**config.mk**
```make
export PLATFORM = sky130hd
export DESIGN_NAME = mrope_position_generator_unit
export DESIGN_NICKNAME = d
export VERILOG_FILES = /design/src/rtl/mpg_pkg.sv /design/src/rtl/mpg_front.sv /design/src/rtl/mpg_queue.sv /design/src/rtl/mpg_back.sv /design/src/rtl/mrope_position_generator_unit.sv
export SDC_FILE = /design/constraint.sdc
export NUM_CORES = 1
export LEC_CHECK = 0
export ABC_AREA = 1
export BUFFER_PORTS_ARGS = -buffer_cell sky130_fd_sc_hd__buf_4
export CAP_MARGIN = 0
export CORE_MARGIN = 5
export CORE_UTILIZATION = 43
export CTS_CLUSTER_DIAMETER = 120
export DETAILED_ROUTE_END_ITERATION = 12
export PLACE_DENSITY = 0.55
export SYNTH_ARGS = -nofsm -noshare
export SYNTH_HDL_FRONTEND = slang
export SYNTH_SLANG_ARGS = --single-unit
```
**constraint.sdc**
```tcl
create_clock -name clock -period 13.1 [get_ports clock]
set_clock_uncertainty 0.05 [all_clocks]
set_input_delay 1.31 -clock clock [delete_from_list [all_inputs] [get_ports clock]]
set_output_delay 1.31 -clock clock [all_outputs]
set_load 0.02 [all_outputs]
```
**src/rtl/mpg_pkg.sv**
```systemverilog
package mpg_pkg;

   localparam int unsigned QUEUE_DEPTH_DEFAULT = 2;

   localparam int unsigned POS_W  = 32;
   localparam int unsigned WIDE_W = 35;
   localparam int unsigned ACC_W  = 34;
   localparam int unsigned GRID_W = 10;
   localparam int unsigned HALF_W = 9;
   localparam int unsigned SPAN_W = 18;

   typedef enum logic [1:0] {
      STATUS_OK       = 2'd0,
      STATUS_GEOMETRY = 2'd1,
      STATUS_SPAN     = 2'd2,
      STATUS_OVERFLOW = 2'd3
   } status_type;

   typedef struct packed {
      logic                     seq_first;
      logic                     bad_geom;
      logic                     mismatch;
      logic signed [WIDE_W-1:0] pos_t;
      logic signed [WIDE_W-1:0] pos_h;
      logic signed [WIDE_W-1:0] pos_w;
   } entry_type;

endpackage

```
**src/rtl/mpg_front.sv**
```systemverilog
module mpg_front (
   input  logic                 clock,
   input  logic                 reset,
   input  logic                 req_valid,
   output logic                 req_stall,
   input  logic                 req_seq_first,
   input  logic                 req_is_image,
   input  logic                 req_image_first,
   input  logic                 req_image_last,
   input  logic [9:0]           req_grid_h,
   input  logic [9:0]           req_grid_w,
   input  logic                 queue_full,
   output logic                 queue_push,
   output mpg_pkg::entry_type   queue_data
);
   import mpg_pkg::*;

   logic [POS_W-1:0]  token_index_ff, token_index_in;
   logic [ACC_W-1:0]  offset_ff, offset_in;
   logic [ACC_W-1:0]  base_ff, base_in;
   logic [HALF_W-1:0] rows_ff, rows_in;
   logic [HALF_W-1:0] cols_ff, cols_in;
   logic [HALF_W-1:0] row_ff, row_in;
   logic [HALF_W-1:0] col_ff, col_in;
   logic [SPAN_W-1:0] span_ff, span_in;

   logic                     accept;
   logic [POS_W-1:0]         idx_cur;
   logic [ACC_W-1:0]         off_cur;
   logic [ACC_W-1:0]         new_base;
   logic [ACC_W-1:0]         base_cur;
   logic [HALF_W-1:0]        rows_cur;
   logic [HALF_W-1:0]        cols_cur;
   logic [HALF_W-1:0]        row_cur;
   logic [HALF_W-1:0]        col_cur;
   logic [SPAN_W-1:0]        span_cur;
   logic [HALF_W-1:0]        col_inc;
   logic                     col_wrap;
   logic [HALF_W-1:0]        col_next;
   logic [HALF_W-1:0]        row_next;
   logic [SPAN_W-1:0]        span_next;
   logic [SPAN_W-1:0]        area;
   logic [HALF_W-1:0]        side;
   logic [ACC_W-1:0]         off_img_next;
   logic signed [WIDE_W-1:0] text_pos;
   logic signed [WIDE_W-1:0] base_pos;
   logic                     geom_bad;

   assign req_stall  = queue_full;
   assign accept     = req_valid && !queue_full;
   assign queue_push = accept;

   assign idx_cur  = req_seq_first ? '0 : token_index_ff;
   assign off_cur  = req_seq_first ? '0 : offset_ff;
   assign new_base = {2'b00, idx_cur} + off_cur;
   assign base_cur = req_image_first ? new_base : base_ff;
   assign rows_cur = req_image_first ? req_grid_h[9:1] : rows_ff;
   assign cols_cur = req_image_first ? req_grid_w[9:1] : cols_ff;
   assign row_cur  = req_image_first ? '0 : row_ff;
   assign col_cur  = req_image_first ? '0 : col_ff;
   assign span_cur = req_image_first ? '0 : span_ff;

   assign col_inc   = col_cur + 9'd1;
   assign col_wrap  = col_inc >= cols_cur;
   assign col_next  = col_wrap ? '0 : col_inc;
   assign row_next  = col_wrap ? row_cur + 9'd1 : row_cur;
   assign span_next = (span_cur != '1) ? span_cur + 18'd1 : span_cur;
   assign area      = SPAN_W'(rows_cur) * SPAN_W'(cols_cur);
   assign side      = (rows_cur > cols_cur) ? rows_cur : cols_cur;
   assign off_img_next = off_cur + {25'd0, side} - {16'd0, span_next};

   assign text_pos = signed'({3'b000, idx_cur}) + signed'({off_cur[ACC_W-1], off_cur});
   assign base_pos = signed'({base_cur[ACC_W-1], base_cur});
   assign geom_bad = (req_grid_h < 10'd2) || (req_grid_w < 10'd2) ||
                     req_grid_h[0] || req_grid_w[0];

   always_comb begin
      queue_data.seq_first = req_seq_first;
      queue_data.bad_geom  = req_is_image && req_image_first && geom_bad;
      queue_data.mismatch  = req_is_image && req_image_last && (span_next != area);
      if (req_is_image) begin
         queue_data.pos_t = base_pos;
         queue_data.pos_h = base_pos + signed'({26'd0, row_cur});
         queue_data.pos_w = base_pos + signed'({26'd0, col_cur});
      end else begin
         queue_data.pos_t = text_pos;
         queue_data.pos_h = text_pos;
         queue_data.pos_w = text_pos;
      end
   end

   always_comb begin
      token_index_in = (idx_cur != '1) ? idx_cur + 32'd1 : idx_cur;
      offset_in      = (req_is_image && req_image_last) ? off_img_next : off_cur;
      base_in        = base_ff;
      rows_in        = rows_ff;
      cols_in        = cols_ff;
      row_in         = row_ff;
      col_in         = col_ff;
      span_in        = span_ff;
      if (req_is_image) begin
         base_in = base_cur;
         rows_in = rows_cur;
         cols_in = cols_cur;
         row_in  = row_next;
         col_in  = col_next;
         span_in = span_next;
      end
   end

   always_ff @(posedge clock) begin
      if (reset) begin
         token_index_ff <= '0;
         offset_ff      <= '0;
         base_ff        <= '0;
         rows_ff        <= '0;
         cols_ff        <= '0;
         row_ff         <= '0;
         col_ff         <= '0;
         span_ff        <= '0;
      end else if (accept) begin
         token_index_ff <= token_index_in;
         offset_ff      <= offset_in;
         base_ff        <= base_in;
         rows_ff        <= rows_in;
         cols_ff        <= cols_in;
         row_ff         <= row_in;
         col_ff         <= col_in;
         span_ff        <= span_in;
      end
   end

endmodule

```
**src/rtl/mpg_queue.sv**
```systemverilog
module mpg_queue #(
   parameter int unsigned DEPTH = mpg_pkg::QUEUE_DEPTH_DEFAULT
) (
   input  logic               clock,
   input  logic               reset,
   input  logic               push,
   input  mpg_pkg::entry_type push_data,
   output logic               full,
   input  logic               pop,
   output logic               not_empty,
   output mpg_pkg::entry_type pop_data
);
   import mpg_pkg::*;

   localparam int unsigned PtrW   = (DEPTH > 1) ? $clog2(DEPTH) : 1;
   localparam int unsigned CountW = $clog2(DEPTH + 1);

   entry_type         slots_ff [DEPTH];
   logic [PtrW-1:0]   wr_ptr_ff, wr_ptr_in;
   logic [PtrW-1:0]   rd_ptr_ff, rd_ptr_in;
   logic [CountW-1:0] count_ff, count_in;

   assign full      = count_ff == CountW'(DEPTH);
   assign not_empty = count_ff != '0;
   assign pop_data  = slots_ff[rd_ptr_ff];

   always_comb begin
      wr_ptr_in = wr_ptr_ff;
      rd_ptr_in = rd_ptr_ff;
      count_in  = count_ff;
      if (push) begin
         wr_ptr_in = (wr_ptr_ff == PtrW'(DEPTH - 1)) ? '0 : wr_ptr_ff + PtrW'(1);
      end
      if (pop) begin
         rd_ptr_in = (rd_ptr_ff == PtrW'(DEPTH - 1)) ? '0 : rd_ptr_ff + PtrW'(1);
      end
      if (push && !pop) begin
         count_in = count_ff + CountW'(1);
      end else if (pop && !push) begin
         count_in = count_ff - CountW'(1);
      end
   end

   always_ff @(posedge clock) begin
      if (push) begin
         slots_ff[wr_ptr_ff] <= push_data;
      end
   end

   always_ff @(posedge clock) begin
      if (reset) begin
         wr_ptr_ff <= '0;
         rd_ptr_ff <= '0;
         count_ff  <= '0;
      end else begin
         wr_ptr_ff <= wr_ptr_in;
         rd_ptr_ff <= rd_ptr_in;
         count_ff  <= count_in;
      end
   end

endmodule

```
**src/rtl/mpg_back.sv**
```systemverilog
module mpg_back (
   input  logic               clock,
   input  logic               reset,
   input  logic               queue_valid,
   input  mpg_pkg::entry_type queue_data,
   output logic               queue_pop,
   output logic               rsp_valid,
   input  logic               rsp_stall,
   output logic [31:0]        rsp_pos_t,
   output logic [31:0]        rsp_pos_h,
   output logic [31:0]        rsp_pos_w,
   output logic [1:0]         rsp_status,
   output logic               rsp_failed
);
   import mpg_pkg::*;

   typedef struct packed {
      logic [POS_W-1:0] value;
      logic             ovf;
   } clamp_type;

   function automatic clamp_type clamp_pos(input logic signed [WIDE_W-1:0] p);
      clamp_type r;
      if (p[WIDE_W-1]) begin
         r.value = '0;
         r.ovf   = 1'b1;
      end else if ((p[33:32] != 2'b00) || (&p[31:0])) begin
         r.value = '1;
         r.ovf   = 1'b1;
      end else begin
         r.value = p[31:0];
         r.ovf   = 1'b0;
      end
      return r;
   endfunction

   logic             valid_ff, valid_in;
   logic             error_ff, error_in;
   logic [POS_W-1:0] pos_t_ff, pos_h_ff, pos_w_ff;
   status_type       status_ff, status_in;
   logic             failed_ff;

   clamp_type  ct, ch, cw;
   logic       err_cur;

   assign queue_pop = queue_valid && (!valid_ff || !rsp_stall);

   assign ct      = clamp_pos(queue_data.pos_t);
   assign ch      = clamp_pos(queue_data.pos_h);
   assign cw      = clamp_pos(queue_data.pos_w);
   assign err_cur = queue_data.seq_first ? 1'b0 : error_ff;

   always_comb begin
      if (queue_data.bad_geom) begin
         status_in = STATUS_GEOMETRY;
      end else if (ct.ovf || ch.ovf || cw.ovf) begin
         status_in = STATUS_OVERFLOW;
      end else if (queue_data.mismatch) begin
         status_in = STATUS_SPAN;
      end else begin
         status_in = STATUS_OK;
      end
      error_in = err_cur || (status_in != STATUS_OK);
      valid_in = queue_pop || (valid_ff && rsp_stall);
   end

   always_ff @(posedge clock) begin
      if (reset) begin
         valid_ff <= 1'b0;
         error_ff <= 1'b0;
      end else begin
         valid_ff <= valid_in;
         if (queue_pop) begin
            error_ff <= error_in;
         end
      end
   end

   always_ff @(posedge clock) begin
      if (queue_pop) begin
         pos_t_ff  <= ct.value;
         pos_h_ff  <= ch.value;
         pos_w_ff  <= cw.value;
         status_ff <= status_in;
         failed_ff <= err_cur;
      end
   end

   assign rsp_valid  = valid_ff;
   assign rsp_pos_t  = pos_t_ff;
   assign rsp_pos_h  = pos_h_ff;
   assign rsp_pos_w  = pos_w_ff;
   assign rsp_status = status_ff;
   assign rsp_failed = failed_ff;

endmodule

```
**src/rtl/mrope_position_generator_unit.sv**
```systemverilog
// An accepted request is queued, then registered in the back end that drives rsp_.
// One request per cycle is accepted while the queue is not full; the front end
// updates all position state per request and the queue absorbs output stalls.
// Reset is synchronous and active high; it clears the index, offset, span state,
// the sticky error flag and the queue, and leaves no result pending.
module mrope_position_generator_unit #(
   parameter int unsigned QUEUE_DEPTH = mpg_pkg::QUEUE_DEPTH_DEFAULT
) (
   input  logic        clock,
   input  logic        reset,
   input  logic        req_valid,
   output logic        req_stall,
   input  logic        req_seq_first,
   input  logic        req_is_image,
   input  logic        req_image_first,
   input  logic        req_image_last,
   input  logic [9:0]  req_grid_h,
   input  logic [9:0]  req_grid_w,
   output logic        rsp_valid,
   input  logic        rsp_stall,
   output logic [31:0] rsp_pos_t,
   output logic [31:0] rsp_pos_h,
   output logic [31:0] rsp_pos_w,
   output logic [1:0]  rsp_status,
   output logic        rsp_failed
);
   import mpg_pkg::*;

   entry_type push_data;
   entry_type pop_data;
   logic      push;
   logic      full;
   logic      pop;
   logic      not_empty;

   mpg_front u_front (
      .clock           (clock),
      .reset           (reset),
      .req_valid       (req_valid),
      .req_stall       (req_stall),
      .req_seq_first   (req_seq_first),
      .req_is_image    (req_is_image),
      .req_image_first (req_image_first),
      .req_image_last  (req_image_last),
      .req_grid_h      (req_grid_h),
      .req_grid_w      (req_grid_w),
      .queue_full      (full),
      .queue_push      (push),
      .queue_data      (push_data)
   );

   mpg_queue #(
      .DEPTH (QUEUE_DEPTH)
   ) u_queue (
      .clock     (clock),
      .reset     (reset),
      .push      (push),
      .push_data (push_data),
      .full      (full),
      .pop       (pop),
      .not_empty (not_empty),
      .pop_data  (pop_data)
   );

   mpg_back u_back (
      .clock       (clock),
      .reset       (reset),
      .queue_valid (not_empty),
      .queue_data  (pop_data),
      .queue_pop   (pop),
      .rsp_valid   (rsp_valid),
      .rsp_stall   (rsp_stall),
      .rsp_pos_t   (rsp_pos_t),
      .rsp_pos_h   (rsp_pos_h),
      .rsp_pos_w   (rsp_pos_w),
      .rsp_status  (rsp_status),
      .rsp_failed  (rsp_failed)
   );

endmodule

```
==> results of run 1 <==
## synth_stat cells (28+ instances only)
| cell | n |
|---|---|
| a21oi_1 | 248 |
| clkbuf_1 | 77 |
| dfxtp_1 | 161 |
| edfxtp_1 | 315 |
| fa_1 | 62 |
| ha_1 | 164 |
| inv_1 | 682 |
| mux2i_1 | 67 |
| nand2_1 | 994 |
| nand2_2 | 39 |
| nand3_1 | 257 |
| nand4_1 | 46 |
| nor2_1 | 310 |
| nor2_2 | 29 |
| nor3_1 | 42 |
| nor4_1 | 32 |
| o211ai_1 | 28 |
| o21ai_0 | 310 |
| or2_2 | 40 |
| xor2_1 | 79 |
## final timing paths
path / cells past startpoint / slack [ns] / endpoint
worst min register to register: 1 / 0.40 / register
worst max register to register: 22 / 7.13 / u_queue.slots_ff[1][105]
worst min-delay path: 1 / 0.40 / register
worst max-delay path: 30 / 6.07 / u_queue.slots_ff[1][105]
## stage by stage
step	hold WS, ns	cell area [um^2]	instances
CTS	0.3958	36720	5373
global route	0.4178	36720	5373
global placement	0.3807	34740	5269
floorplan	0.3757	32850	4262
detailed placement	0.3840	34740	5269
finish	0.3970	36720	5373
## registers in the layout, summed over array words and instances, names as in the netlist, named ones only
| name | cells |
|---|---|
| u_front.rows_ff | 9 |
| u_front.row_ff | 9 |
| u_front.base_ff | 34 |
| u_back.rsp_pos_h | 32 |
| u_back.error_ff | 1 |
| u_back.rsp_pos_w | 32 |
| u_front.offset_ff | 34 |
| u_front.token_index_ff | 32 |
| u_queue.count_ff | 2 |
| u_back.rsp_failed | 1 |
| u_back.rsp_pos_t | 32 |
| u_front.cols_ff | 9 |
| u_back.rsp_status | 2 |
| u_queue.rd_ptr_ff | 1 |
| u_queue.slots_ff | 216 |
| u_front.span_ff | 18 |
| u_queue.wr_ptr_ff | 1 |
| u_front.col_ff | 9 |
| u_back.rsp_valid | 1 |
## cell type report
type	count	area share
clock buffers	77	0.04331
clock inverters	27	0.01066
inverters	718	0.07353
multi-input cells	2935	0.4606
flip-flops and latches	476	0.3455
well taps	978	0.03332
repair buffers	162	0.03312
## report_power, final
group          switching, W  leakage [nW]  internal [W]
sequential         0.000107          4.34       0.00206
combinational       0.00175          11.7      0.000907
clock              0.000644         0.968       0.00101
total               0.00250          17.0       0.00397
## metal layers
metal	track usage	up-vias	wire, um
met1	0.3083	12800	43200
met5	0	-	0
li1	-	14070	-
met3	0.02176	134	3447
met4	0.07781	0	3666
met2	0.3769	545	44010
## kinds of logic after synthesis
family	share of synthesized area
mux	0.02041
xor+xnor	0.02719
fa+ha+maj	0.1002
simple gates	0.2545
buf+inv	0.1012
flops	0.3860
compound gates	0.1105
==> qor.csv, run 1 <==
metric,value,unit
Hold Path Origin,u_queue.rd_ptr_ff,
Port Buffers,128,
slowest cell delay on critical path,0.63,ns
cts bufs inserted,55,
worst hold path type,register to register,
H-tree depth,2,
Antenna Cells,0,
"CP delay by family, top",adder cells,
count of pins over their slew limit,0,
Reg area,12690,um^2
CTS Root Cell,clkbuf_16,
Final Power,0.006471,W
syn nets,4516,
initial core utilization,0.4333,
Critical path origin,req_image_first,
peak supply drop,0.09796,mV
"leading cell type in the layout, fill and taps excluded",nand2_1,
Tcrit/Tclk final,0.5364,
Post CTS Setup Buffer Count,0,
row cnt,101,
grt total ovfl,0,
worst reg2reg path startpoint,u_front.rows_ff[2],
Leak,17.01,nW
core area,75820,um^2
HPWL after DPL,73520,um
clock edge transition at the registers on the reported setup and hold paths,0.06,ns
synthesized cell area,32850,um^2
Detailed Route WL,94330,um
fin worst setup slack,6.073,ns
initial DRC count,1965,
layout cells sized above 1,0.1056,
"Primary FF master, synth",edfxtp_1,
DRC,0,
vias,27550,
worst-margin pin slew,1.064,ns
pin count of the biggest net entering global routing,80,
Fill cells,7628,
clock sink count,476,
P per Cell Area,176.2,nW/um^2
critical path buffer and inverter count,8,
Syn Area/Cell,7.708,um^2
CTS tree,done,
GRT Util Overall,0.2256,
clock latency on the worst-skew pair,0.62,ns
Area Overhead vs Synth,11.78,%
WL/cell,17.56,um
Max Freq,142.3,MHz
Max-Cap Viols,0,
die width,286.4,um
vias in the first global route,25990,
Vias/cell,5.127,
Clock Tree Buf Depth,3,
initial antenna violation count,0,
first-pass GRT wire length,147900,um
Crit-path slowest cell,buf_4,
die area,82030,um^2
Yosys top cell area share,0.2879,
post-synthesis register bit count,476,
Post-synth EDFFs,315,
Final setup viols,0,
"antenna viol nets, final",0,
"area leader, netlist",edfxtp_1,
post-place setup slack,5.448,ns
Cell variety after synth,56,
fin nets,4602,
Worst EP required,13.42,ns
gpl congestion,0.9305,
min cycle time layout,7.027,ns
Multi-input gate area,16910,um^2
status,"complete, no violations",
RSZ-0062 raised after global routing,false,
ys async rst share,0,
yosys warns,0,
max_slew headroom,0.2833,
Setup TNS,0,ns
# resized after CTS,0,
Startpoint Class,primary input,
fin util,0.4843,
hold buffers post-CTS,0,
die height,286.4,um
crit-path max FO,63,
critical path class,primary input to register,
Critical Path Sink Type,register,
Worst path most repeated cell,nand2_1,
Synth area leaders,"edfxtp_1 (29%), nand2_1 (11%), dfxtp_1 (9.8%), inv_1 (7.8%), ha_1 (6.2%)",
crit path DAT,7.35,ns
Pre-antenna DRT Iters,6,
Syn Inst Count,4262,
Boundary Pins,129,
"Hold Vio Cnt, Final",0,
sequential fraction of the synthesis area,0.3860,
most frequent cells in the layout,"nand2_1 (994), inv_1 (679), edfxtp_1 (315)",
(Power assumes the default switching activity.)
==> run 2: changes to the inputs <==
==> constraint.sdc (replaced) <==
create_clock -name clock -period 7.4 [get_ports clock]
set_clock_uncertainty 0.05 [all_clocks]
set_input_delay 0.74 -clock clock [delete_from_list [all_inputs] [get_ports clock]]
set_output_delay 0.74 -clock clock [all_outputs]
set_load 0.02 [all_outputs]
==> qor.csv, run 2 (synthesized netlist as in run 1, its figures left out) <==
metric,value,unit
"CP delay by family, top",adder cells,
crit-path max FO,26,
die width,286.4,um
vias in the first global route,25650,
max reg flops,216,
Multi-input gate area,16910,um^2
Startpoint Class,primary input,
Fill cells,7557,
H-tree depth,2,
Pre-antenna DRT Iters,6,
DRC,0,
Max Freq,167.5,MHz
initial DRC count,2168,
vias,27320,
GRT Util Overall,0.2246,
Post CTS Setup Buffer Count,0,
final instance area,36690,um^2
hold depth,3,
first-pass GRT wire length,147200,um
reg2reg end,u_queue.slots_ff[0][105],
die area,82030,um^2
Worst EP required,7.73,ns
Clock Tree Buf Depth,3,
Leak,16.98,nW
Detailed Route WL,93560,um
worst hold path type,primary input to register,
core area,75820,um^2
peak supply drop,0.2108,mV
Crit-path slowest cell,fa_1,
top flop regs,"u_queue.slots_ff x216, u_front.base_ff x34, u_front.offset_ff x34",
most frequent cells in the layout,"nand2_1 (994), inv_1 (679), edfxtp_1 (315)",
Boundary Pins,129,
clock edge transition at the registers on the reported setup and hold paths,0.06,ns
Setup TNS,0,ns
crit path DAT,6.31,ns
grt total ovfl,0,
met1 WL,43120,um
Crit. path cell count,27,
fin nets,4606,
Critical path origin,req_image_first,
CTS Root Cell,clkbuf_16,
Vias/cell,5.080,
slowest cell delay on critical path,0.55,ns
critical path class,primary input to register,
fin util,0.4839,
"Hold Vio Cnt, Final",0,
Max-Cap Viols,0,
Worst path most repeated cell,nand2_1,
fin worst setup slack,1.428,ns
clock sink count,476,
initial antenna violation count,0,
status,"complete, no violations",
P per Cell Area,310.3,nW/um^2
met3 WL,3940,um
post-place setup slack,0.7968,ns
RSZ-0062 raised after global routing,false,
CP endpoint,u_queue.slots_ff[0][105],
HPWL after DPL,72700,um
Reg area,12690,um^2
Final setup viols,0,
initial core utilization,0.4333,
gpl congestion,0.9542,
worst-margin pin slew,1.058,ns
Antenna Cells,0,
worst reg2reg path startpoint,u_front.rows_ff[4],
count of pins over their slew limit,0,
reg2reg path depth,27,
Fin Hold WS,0.3477,ns
die height,286.4,um
critical path buffer and inverter count,6,
R2R setup slack,1.54,ns
"leading cell type in the layout, fill and taps excluded",nand2_1,
pin count of the biggest net entering global routing,101,
row cnt,101,
layout cells sized above 1,0.1052,
Tcrit/Tclk final,0.8070,
DP Area,34770,um^2
cts bufs inserted,56,
# resized after CTS,0,
Largest Register,u_queue.slots_ff,
Top Metal Used,met4,
DR WL met2,43680,um
hold buffers post-CTS,0,
clock latency on the worst-skew pair,0.63,ns
Critical Path Sink Type,register,
Port Buffers,128,
max_slew headroom,0.2873,
"antenna viol nets, final",0,
min cycle time layout,5.972,ns
Area Overhead vs Synth,11.69,%
CTS tree,done,
WL/cell,17.40,um
-- run 2: worst min path at each step --
stage / start / to / slack, ns
4_1_cts: rsp_stall / u_back.rsp_valid / 0.32
2_1_floorplan: u_queue.rd_ptr_ff / register / 0.38
5_1_grt: rsp_stall / u_back.rsp_valid / 0.36
3_3_place_gp: u_queue.rd_ptr_ff / register / 0.38
3_5_place_dp: u_queue.rd_ptr_ff / register / 0.39
6_report: rsp_stall / u_back.rsp_valid / 0.35
-- run 2: power breakdown --
group / total, W / switching [W] / internal, W
logic: 0.00472 / 0.00311 / 0.00161
registers: 0.00381 / 0.000171 / 0.00364
clock network: 0.00285 / 0.00117 / 0.00168
total: 0.0114 / 0.00445 / 0.00694
-- run 2: layout make-up --
type | count | share of cell area
Multi-Input combinational cell | 2935 | 0.4610
Sequential cell | 476 | 0.3457
Inverter | 718 | 0.07359
Clock buffer | 63 | 0.03918
Timing Repair Buffer | 165 | 0.03410
Tap cell | 978 | 0.03335
Clock inverter | 43 | 0.01309
-- run 2: worst min-delay path: cells and delay by family --
family | cells | cell delay (ns)
and+or+nand+nor | 1 | 0.05
buffers and inverters | 1 | 0.08
AOI/OAI and AO/OA | 1 | 0.12
-- run 2: metrics by stage --
| step | power [W] | cells |
|---|---|---|
| after CTS | 0.01154 | 5378 |
| final | 0.01139 | 5378 |
| after global placement | 0.008635 | 5272 |
| after global routing | 0.01222 | 5378 |
| after floorplan | 0.007207 | 4262 |
| after detailed placement | 0.008649 | 5272 |
-- run 2: layer usage --
metal  vias up  GRT usage
met2       536     0.3751
met4         0    0.06375
met3       122    0.02494
li1      14070          -
met1     12590     0.3106
met5         -          0
